File: src/hw/rtl/bpsr_pkg.sv
// Shared constants for the BMP pixel stream to RGB565 decoder.
// No dependencies; used by every module of the block except bpsr_fifo.
`default_nettype none

package bpsr_pkg;

    localparam int BYTE_BITS  = 8;
    localparam int HELD_BITS  = 16;
    localparam int COLOR_BITS = 16;
    localparam int CFG_IDX_BITS = 3;

    localparam logic MODE_24 = 1'b0;
    localparam logic MODE_16 = 1'b1;

    localparam logic [CFG_IDX_BITS-1:0] CFG_PIXEL_MODE   = 3'd0;
    localparam logic [CFG_IDX_BITS-1:0] CFG_IMAGE_WIDTH  = 3'd1;
    localparam logic [CFG_IDX_BITS-1:0] CFG_IMAGE_HEIGHT = 3'd2;
    localparam logic [CFG_IDX_BITS-1:0] CFG_ORIGIN_X     = 3'd3;
    localparam logic [CFG_IDX_BITS-1:0] CFG_ORIGIN_Y     = 3'd4;

    localparam logic [1:0] PH_EMPTY = 2'd0;
    localparam logic [1:0] PH_ONE   = 2'd1;
    localparam logic [1:0] PH_TWO   = 2'd2;

    localparam int RESET_WIDTH  = 240;
    localparam int RESET_HEIGHT = 320;

endpackage

`default_nettype wire

File: src/hw/rtl/bpsr_fifo.sv
// Small register queue used between the decoder stages and on the result side.
// No package dependencies.
`default_nettype none

module bpsr_fifo #(
    parameter int WIDTH = 8,
    parameter int DEPTH = 2
) (
    input  wire logic             i_clk,
    input  wire logic             i_rst_n,
    input  wire logic             i_push,
    input  wire logic [WIDTH-1:0] i_data,
    output logic                  o_full,
    input  wire logic             i_pop,
    output logic [WIDTH-1:0]      o_data,
    output logic                  o_empty
);

    localparam int AW = (DEPTH > 1) ? $clog2(DEPTH) : 1;
    localparam int CW = $clog2(DEPTH + 1);

    logic [WIDTH-1:0] r_mem [DEPTH];
    logic [AW-1:0]    r_wr_ptr, n_wr_ptr;
    logic [AW-1:0]    r_rd_ptr, n_rd_ptr;
    logic [CW-1:0]    r_count, n_count;
    logic             do_push, do_pop;

    assign o_full  = (r_count == CW'(DEPTH));
    assign o_empty = (r_count == '0);
    assign o_data  = r_mem[r_rd_ptr];
    assign do_push = i_push && !o_full;
    assign do_pop  = i_pop && !o_empty;

    always_comb begin
        n_wr_ptr = r_wr_ptr;
        n_rd_ptr = r_rd_ptr;
        n_count  = r_count;
        if (do_push) begin
            n_wr_ptr = (r_wr_ptr == AW'(DEPTH - 1)) ? '0 : r_wr_ptr + 1'b1;
        end
        if (do_pop) begin
            n_rd_ptr = (r_rd_ptr == AW'(DEPTH - 1)) ? '0 : r_rd_ptr + 1'b1;
        end
        if (do_push && !do_pop) begin
            n_count = r_count + 1'b1;
        end else if (do_pop && !do_push) begin
            n_count = r_count - 1'b1;
        end
    end

    always_ff @(posedge i_clk) begin
        if (!i_rst_n) begin
            r_wr_ptr <= '0;
            r_rd_ptr <= '0;
            r_count  <= '0;
        end else begin
            r_wr_ptr <= n_wr_ptr;
            r_rd_ptr <= n_rd_ptr;
            r_count  <= n_count;
        end
    end

    always_ff @(posedge i_clk) begin
        if (do_push) begin
            r_mem[r_wr_ptr] <= i_data;
        end
    end

endmodule

`default_nettype wire

File: src/hw/rtl/bpsr_front.sv
// Front stage: gathers pixel bytes, skips row padding and tracks the position.
// Depends on bpsr_pkg; feeds a pixel record word to the middle queue.
`default_nettype none

module bpsr_front #(
    parameter int COORD_BITS = 12
) (
    input  wire logic                                i_clk,
    input  wire logic                                i_rst_n,
    input  wire logic                                i_byte_vld,
    input  wire logic [bpsr_pkg::BYTE_BITS-1:0]      i_data_byte,
    input  wire logic                                i_pixel_mode,
    input  wire logic [COORD_BITS-1:0]               i_image_width,
    input  wire logic [COORD_BITS-1:0]               i_image_height,
    output logic                                     o_q_push,
    output logic [2*COORD_BITS+bpsr_pkg::BYTE_BITS+bpsr_pkg::HELD_BITS+1:0] o_q_data
);

    logic [1:0]                     r_phase, n_phase;
    logic [bpsr_pkg::HELD_BITS-1:0] r_held, n_held;
    logic [COORD_BITS-1:0]          r_col, n_col;
    logic [COORD_BITS-1:0]          r_row, n_row;
    logic [1:0]                     r_pad, n_pad;
    logic                           r_finished, n_finished;

    logic [COORD_BITS-1:0] w, h, row_clamp;
    logic                  last_col, last_row, done;
    logic [1:0]            row_bytes_lo;

    assign w = (i_image_width == '0) ? COORD_BITS'(1) : i_image_width;
    assign h = (i_image_height == '0) ? COORD_BITS'(1) : i_image_height;
    assign last_col = ({1'b0, r_col} + 1'b1) >= {1'b0, w};
    assign last_row = ({1'b0, r_row} + 1'b1) >= {1'b0, h};
    assign row_clamp = (r_row < h) ? r_row : h - 1'b1;
    assign row_bytes_lo = (i_pixel_mode == bpsr_pkg::MODE_16) ? {w[0], 1'b0}
                        : w[1:0] + {w[0], 1'b0};

    always_comb begin
        n_phase    = r_phase;
        n_held     = r_held;
        n_col      = r_col;
        n_row      = r_row;
        n_pad      = r_pad;
        n_finished = r_finished;
        o_q_push   = 1'b0;
        done       = 1'b0;
        if (i_byte_vld && !r_finished) begin
            if (r_pad != 2'd0) begin
                n_pad = r_pad - 1'b1;
            end else if (r_phase == bpsr_pkg::PH_EMPTY) begin
                n_held  = {8'h00, i_data_byte};
                n_phase = bpsr_pkg::PH_ONE;
            end else if (i_pixel_mode == bpsr_pkg::MODE_24 && r_phase == bpsr_pkg::PH_ONE) begin
                n_held  = {i_data_byte, r_held[7:0]};
                n_phase = bpsr_pkg::PH_TWO;
            end else begin
                o_q_push = 1'b1;
                n_phase  = bpsr_pkg::PH_EMPTY;
                n_held   = '0;
                if (last_col) begin
                    n_col = '0;
                    n_pad = 2'd0 - row_bytes_lo;
                    n_row = r_row + 1'b1;
                    if (last_row) begin
                        n_finished = 1'b1;
                        done       = 1'b1;
                        n_pad      = 2'd0;
                    end
                end else begin
                    n_col = r_col + 1'b1;
                end
            end
        end
    end

    assign o_q_data = {i_pixel_mode, i_data_byte, r_held, r_col, row_clamp, done};

    always_ff @(posedge i_clk) begin
        if (!i_rst_n) begin
            r_phase    <= bpsr_pkg::PH_EMPTY;
            r_held     <= '0;
            r_col      <= '0;
            r_row      <= '0;
            r_pad      <= 2'd0;
            r_finished <= 1'b0;
        end else begin
            r_phase    <= n_phase;
            r_held     <= n_held;
            r_col      <= n_col;
            r_row      <= n_row;
            r_pad      <= n_pad;
            r_finished <= n_finished;
        end
    end

endmodule

`default_nettype wire

File: src/hw/rtl/bpsr_back.sv
// Back stage: packs a pixel record into RGB565 and forms its screen position.
// Depends on bpsr_pkg; reads the middle queue and fills the result queue.
`default_nettype none

module bpsr_back #(
    parameter int COORD_BITS = 12
) (
    input  wire logic                                i_q_empty,
    input  wire logic [2*COORD_BITS+bpsr_pkg::BYTE_BITS+bpsr_pkg::HELD_BITS+1:0] i_q_data,
    output logic                                     o_q_pop,
    input  wire logic [COORD_BITS-1:0]               i_image_height,
    input  wire logic [COORD_BITS-1:0]               i_origin_x,
    input  wire logic [COORD_BITS-1:0]               i_origin_y,
    input  wire logic                                i_oq_full,
    output logic                                     o_oq_push,
    output logic [2*COORD_BITS+bpsr_pkg::COLOR_BITS+3:0] o_oq_data
);

    logic                           mode;
    logic [bpsr_pkg::BYTE_BITS-1:0] last_byte;
    logic [bpsr_pkg::HELD_BITS-1:0] held, src;
    logic [COORD_BITS-1:0]          col, row, h, rows_below;
    logic                           done, warn;
    logic [bpsr_pkg::COLOR_BITS-1:0] color;
    logic [COORD_BITS:0]            x, y;

    assign {mode, last_byte, held, col, row, done} = i_q_data;

    assign src = {last_byte, held[7:0]};
    assign h = (i_image_height == '0) ? COORD_BITS'(1) : i_image_height;
    assign rows_below = h - 1'b1 - row;

    always_comb begin
        if (mode == bpsr_pkg::MODE_16) begin
            color = {src[14:4], src[4:0]};
            warn  = src[15];
        end else begin
            color = {last_byte[7:3], held[15:10], held[7:3]};
            warn  = 1'b0;
        end
    end

    assign x = {1'b0, i_origin_x} + {1'b0, col};
    assign y = {1'b0, i_origin_y} + {1'b0, rows_below};

    assign o_q_pop   = !i_q_empty && !i_oq_full;
    assign o_oq_push = o_q_pop;
    assign o_oq_data = {x, y, color, warn, done};

endmodule

`default_nettype wire

File: src/hw/rtl/bmp_pixel_stream_to_rgb565.sv
// BMP pixel-array byte stream to RGB565 pixels with screen positions.
// Takes one byte per cycle while full is low; the byte that completes a pixel
// is registered in the middle queue and then in the result queue before its
// result shows on the output ports.
// Reset (synchronous, active low) empties both queues, starts a new image and
// loads the registers with 24-bit mode, 240 x 320, origin 0,0.
`default_nettype none

module bmp_pixel_stream_to_rgb565 #(
    parameter int COORD_BITS = 12
) (
    input  wire logic                               i_clk,
    input  wire logic                               i_rst_n,
    input  wire logic                               i_cfg_we,
    input  wire logic [bpsr_pkg::CFG_IDX_BITS-1:0]  i_cfg_idx,
    input  wire logic [COORD_BITS-1:0]              i_cfg_data,
    input  wire logic                               push,
    output logic                                    full,
    input  wire logic [bpsr_pkg::BYTE_BITS-1:0]     i_data_byte,
    output logic                                    empty,
    input  wire logic                               pop,
    output logic [COORD_BITS:0]                     o_screen_x,
    output logic [COORD_BITS:0]                     o_screen_y,
    output logic [bpsr_pkg::COLOR_BITS-1:0]         o_color565,
    output logic                                    o_top_bit_warning,
    output logic                                    o_image_done
);

    localparam int MID_W = 2*COORD_BITS + bpsr_pkg::BYTE_BITS + bpsr_pkg::HELD_BITS + 2;
    localparam int OUT_W = 2*COORD_BITS + bpsr_pkg::COLOR_BITS + 4;

    logic                  r_pixel_mode;
    logic [COORD_BITS-1:0] r_image_width, r_image_height, r_origin_x, r_origin_y;

    logic             mid_push, mid_full, mid_pop, mid_empty;
    logic [MID_W-1:0] mid_wdata, mid_rdata;
    logic             oq_push, oq_full;
    logic [OUT_W-1:0] oq_wdata, oq_rdata;
    logic             byte_vld;

    always_ff @(posedge i_clk) begin
        if (!i_rst_n) begin
            r_pixel_mode   <= bpsr_pkg::MODE_24;
            r_image_width  <= COORD_BITS'(bpsr_pkg::RESET_WIDTH);
            r_image_height <= COORD_BITS'(bpsr_pkg::RESET_HEIGHT);
            r_origin_x     <= '0;
            r_origin_y     <= '0;
        end else if (i_cfg_we) begin
            case (i_cfg_idx)
                bpsr_pkg::CFG_PIXEL_MODE:   r_pixel_mode   <= i_cfg_data[0];
                bpsr_pkg::CFG_IMAGE_WIDTH:  r_image_width  <= i_cfg_data;
                bpsr_pkg::CFG_IMAGE_HEIGHT: r_image_height <= i_cfg_data;
                bpsr_pkg::CFG_ORIGIN_X:     r_origin_x     <= i_cfg_data;
                bpsr_pkg::CFG_ORIGIN_Y:     r_origin_y     <= i_cfg_data;
                default: begin
                end
            endcase
        end
    end

    assign full     = mid_full;
    assign byte_vld = push && !mid_full;

    bpsr_front #(.COORD_BITS(COORD_BITS)) u_front (
        .i_clk          (i_clk),
        .i_rst_n        (i_rst_n),
        .i_byte_vld     (byte_vld),
        .i_data_byte    (i_data_byte),
        .i_pixel_mode   (r_pixel_mode),
        .i_image_width  (r_image_width),
        .i_image_height (r_image_height),
        .o_q_push       (mid_push),
        .o_q_data       (mid_wdata)
    );

    bpsr_fifo #(.WIDTH(MID_W), .DEPTH(2)) u_mid_q (
        .i_clk   (i_clk),
        .i_rst_n (i_rst_n),
        .i_push  (mid_push),
        .i_data  (mid_wdata),
        .o_full  (mid_full),
        .i_pop   (mid_pop),
        .o_data  (mid_rdata),
        .o_empty (mid_empty)
    );

    bpsr_back #(.COORD_BITS(COORD_BITS)) u_back (
        .i_q_empty      (mid_empty),
        .i_q_data       (mid_rdata),
        .o_q_pop        (mid_pop),
        .i_image_height (r_image_height),
        .i_origin_x     (r_origin_x),
        .i_origin_y     (r_origin_y),
        .i_oq_full      (oq_full),
        .o_oq_push      (oq_push),
        .o_oq_data      (oq_wdata)
    );

    bpsr_fifo #(.WIDTH(OUT_W), .DEPTH(2)) u_out_q (
        .i_clk   (i_clk),
        .i_rst_n (i_rst_n),
        .i_push  (oq_push),
        .i_data  (oq_wdata),
        .o_full  (oq_full),
        .i_pop   (pop),
        .o_data  (oq_rdata),
        .o_empty (empty)
    );

    assign {o_screen_x, o_screen_y, o_color565, o_top_bit_warning, o_image_done} = oq_rdata;

endmodule

`default_nettype wire

File: config.mk
export PLATFORM = sky130hd
export DESIGN_NAME = bmp_pixel_stream_to_rgb565
export DESIGN_NICKNAME = d
export VERILOG_FILES = /design/src/hw/rtl/bpsr_pkg.sv /design/src/hw/rtl/bpsr_fifo.sv /design/src/hw/rtl/bpsr_front.sv /design/src/hw/rtl/bpsr_back.sv /design/src/hw/rtl/bmp_pixel_stream_to_rgb565.sv
export SDC_FILE = /design/constraint.sdc
export NUM_CORES = 1
export LEC_CHECK = 0
export ABC_AREA = 1
export BUFFER_PORTS_ARGS = -buffer_cell sky130_fd_sc_hd__buf_2
export CORE_UTILIZATION = 41
export DETAILED_ROUTE_END_ITERATION = 10
export PLACE_DENSITY = 0.64
export SYNTH_ARGS = -nofsm -noshare
export SYNTH_HDL_FRONTEND = slang
export SYNTH_SLANG_ARGS = --single-unit
File: constraint.sdc
create_clock -name i_clk -period 5.5 [get_ports i_clk]
set_input_delay 1.1 -clock i_clk [delete_from_list [all_inputs] [get_ports i_clk]]
set_output_delay 1.1 -clock i_clk [all_outputs]
set_load 0.01 [all_outputs]
==> flow_metrics.tcl <==
set metrics [dict create \
    hold_buffers 0 \
    cp-startpoint "r_image_height[8]" \
    area_growth_pct 13.41 \
    dp_hpwl_um 20880 \
    clock-sinks 286 \
    syn_nets 1455 \
    crit_type "reg -> reg" \
    rsz0062_at_grt "no" \
    port_buffers 73 \
    die_height_um 185.6 \
    clk_pin_slew_ns 0.07 \
    avgSynthCellArea_um2 10.26 \
    setup_viol 0 \
    setup.worst_path.start_class "flop" \
    timing.fmax_ghz 0.2222 \
    layout_min_cycle_time_ns 4.500 \
    num_rows 66 \
    ys_types 51 \
    p_leak_nw 6.260 \
    wirelength_um 29780 \
    grt_max_degree 65 \
    syn_inst 1348 \
    cts_buffer_depth 3 \
    ys_seq_area_frac 0.5473 \
    status "complete, no violations" \
    via_per_inst 5.046 \
    r2r_end "u_out_q.r_mem[1][30]" \
    netlist_area_um2 13830 \
    gp_congestion 0.8564 \
    skew_ns 0.01671 \
    wire_per_inst_um 15.78 \
    grt_overflow 0 \
    vias 9522 \
    die_w_um 185.6 \
    relSlewSlack 0.2845 \
    ant_nets 0 \
    cts_tree "built" \
    cp.required_ns 5.78 \
    tns_ns 0 \
    critPathCaptureType "flop" \
    reg2reg_slack_ns 1.00 \
    post-cts-setup-buffers 0 \
    worstMarginPinSlew_ns 1.073 \
    drc 0 \
    dieArea_um2 34460 \
    yosys_warnings 0 \
    slowest_stage "ha_1" \
    grt_use_total 0.1746 \
    core_um2 32870 \
    synth_ff_type "edfxtp_1" \
    drt_iter0_markers 664 \
    cts_root_buf "clkbuf_16" \
    path_max_fanout 6 \
    synth-seq-cells 286 \
    worstSkewPairLatency_ns 0.54 \
    finalNetCount 1530 \
    drive_above_1_share 0.1606 \
    power.density_nw_per_um2 498.0 \
    antenna_cells_inserted 0 \
    finalHoldViolCount 0 \
    finalCritPeriodShare 0.8182 \
    numCtsBuffers 29 \
    rr_worst_depth 26 \
    crit_path_frequent_cell "nand2_1" \
    ios 74 \
    hp-class "reg -> reg" \
    cap_violations 0 \
    grt_pass1_wl_um 46680 \
    critPathArrivalTime_ns 4.78 \
    initial_core_util 0.4207 \
    cts_max_level 1 \
    grt_pass1_vias 8885 \
    worstSetupPathDepth 26 \
    final_util 0.4771 \
    rr_startpoint "r_image_height[8]" \
    grt_antenna_before_repair 0 \
    first_pass_iters 5 \
    max_stage_delay_ns 0.35 \
    async_flop_share 0 \
    crit_end "u_out_q.r_mem[1][30]" \
    drv_slew 0 \
    synth_edf_count 184 \
    peakVddDrop_mv 0.2563 \
    crit_family "compound AO/OA/AOI/OAI gates" \
    post_cts_resized 0 \
    cp_num_buf_inv 4 \
]
==> layout make-up <==
| class | instances | area, um2 |
|---|---|---|
| clock buffer | 38 | 820.8 |
| clock inverter | 15 | 215.2 |
| fill | 3023 | 17190 |
| inverter | 134 | 513.0 |
| multi-input combinational | 891 | 5584 |
| sequential | 286 | 7570 |
| tap | 442 | 553.0 |
| timing repair buffer | 81 | 425.4 |
==> worst min-delay path by stage <==
stage	startpoint	endpoint	slack (ns)	depth (start not counted)
2_1_floorplan	u_mid_q.r_rd_ptr	flop	0.43	1
3_3_place_gp	u_front.r_held[7]	u_mid_q.r_mem[0][32]	0.43	0
3_5_place_dp	u_front.r_held[4]	u_mid_q.r_mem[1][29]	0.44	0
4_1_cts	u_front.r_held[6]	u_mid_q.r_mem[0][31]	0.45	0
5_1_grt	r_origin_x[9]	r_origin_x[9]	0.47	2
6_report	u_mid_q.r_rd_ptr	flop	0.45	1
==> through the flow <==
stage	total power [mW]	hold slack, ns	setup slack (ns)	instance area [um2]	cells
floorplan	4.979	0.4255	1.030	13830	1348
global placement	5.680	0.4313	1.266	14650	1834
detailed placement	5.751	0.4390	1.093	14650	1834
CTS	7.874	0.4497	1.036	15680	1887
global route	8.287	0.4694	0.5139	15680	1887
finish	7.809	0.4463	1.000	15680	1887
==> Yosys cell counts, types with 4 or more instances <==
cell type | number | area, um2
nand4_1 | 19 | 118.9
nand2_1 | 210 | 788.3
mux2_2 | 44 | 495.5
or2_2 | 9 | 56.30
clkbuf_1 | 26 | 97.59
nand3b_1 | 4 | 30.03
o21ai_0 | 93 | 465.5
xor2_1 | 45 | 394.1
a211oi_2 | 10 | 125.1
ha_1 | 76 | 950.9
edfxtp_1 | 184 | 5525
nor3_1 | 15 | 75.07
a21oi_1 | 101 | 505.5
mux2i_1 | 16 | 160.2
nand3_1 | 45 | 225.2
xnor2_1 | 11 | 96.34
a211oi_1 | 7 | 52.55
dfxtp_1 | 102 | 2042
inv_2 | 8 | 30.03
buf_2 | 4 | 20.02
nor2_1 | 123 | 461.7
a31oi_1 | 5 | 31.28
nor2_2 | 4 | 25.02
inv_1 | 123 | 461.7
o211ai_1 | 17 | 127.6
==> metal layers <==
metal | up-vias | wire, um | global-route usage | share of wire
met4 | 0 | 793 | 0.05541 | 0.027
li1 | 4817 | - | - | -
met3 | 46 | 1259 | 0.02113 | 0.042
met1 | 4456 | 14070 | 0.2405 | 0.47
met2 | 203 | 13660 | 0.2860 | 0.46
met5 | - | 0 | 0 | 0
==> flip-flops by register name (all words and copies together), names as in the netlist, named ones only <==
| signal | cells |
|---|---|
| r_pixel_mode | 1 |
| r_image_height | 12 |
| u_mid_q.r_rd_ptr | 1 |
| u_out_q.r_rd_ptr | 1 |
| u_front.r_held | 14 |
| u_out_q.r_wr_ptr | 1 |
| u_out_q.r_mem | 88 |
| u_front.r_finished | 1 |
| u_out_q.r_count | 2 |
| u_mid_q.r_mem | 96 |
| u_front.r_phase | 2 |
| u_front.r_col | 12 |
| r_image_width | 12 |
| r_origin_y | 12 |
| u_mid_q.r_wr_ptr | 1 |
| u_mid_q.r_count | 2 |
| u_front.r_row | 12 |
| r_origin_x | 12 |
| u_front.r_pad | 2 |
==> power by group <==
part	switching [mW]	internal (mW)
logic	1.60	0.948
registers	0.219	2.94
clock network	0.810	1.29
total	2.63	5.18
==> layout by cell type (no fill, tap or decap), drive strengths merged, types with 38 or more instances in the layout <==
cell and n:
a21oi 103, buf 81, clkbuf 38, dfxtp 102, edfxtp 184, ha 76
inv 135, mux2 44, nand2 214, nand3 48, nor2 131, o21ai 98
xor2 45
==> cells by family after synthesis <==
| logic type | Yosys count | synth area share |
|---|---|---|
| and+or+nand+nor | 447 | 0.1420 |
| DFF | 286 | 0.5473 |
| AOI/OAI and AO/OA | 249 | 0.1037 |
| buffers and inverters | 171 | 0.05103 |
| adders and majority gates | 79 | 0.07312 |
| muxes | 60 | 0.04742 |
| xor gates and xnor gates | 56 | 0.03547 |
No activity file was read; power rests on OpenSTA's default activity.
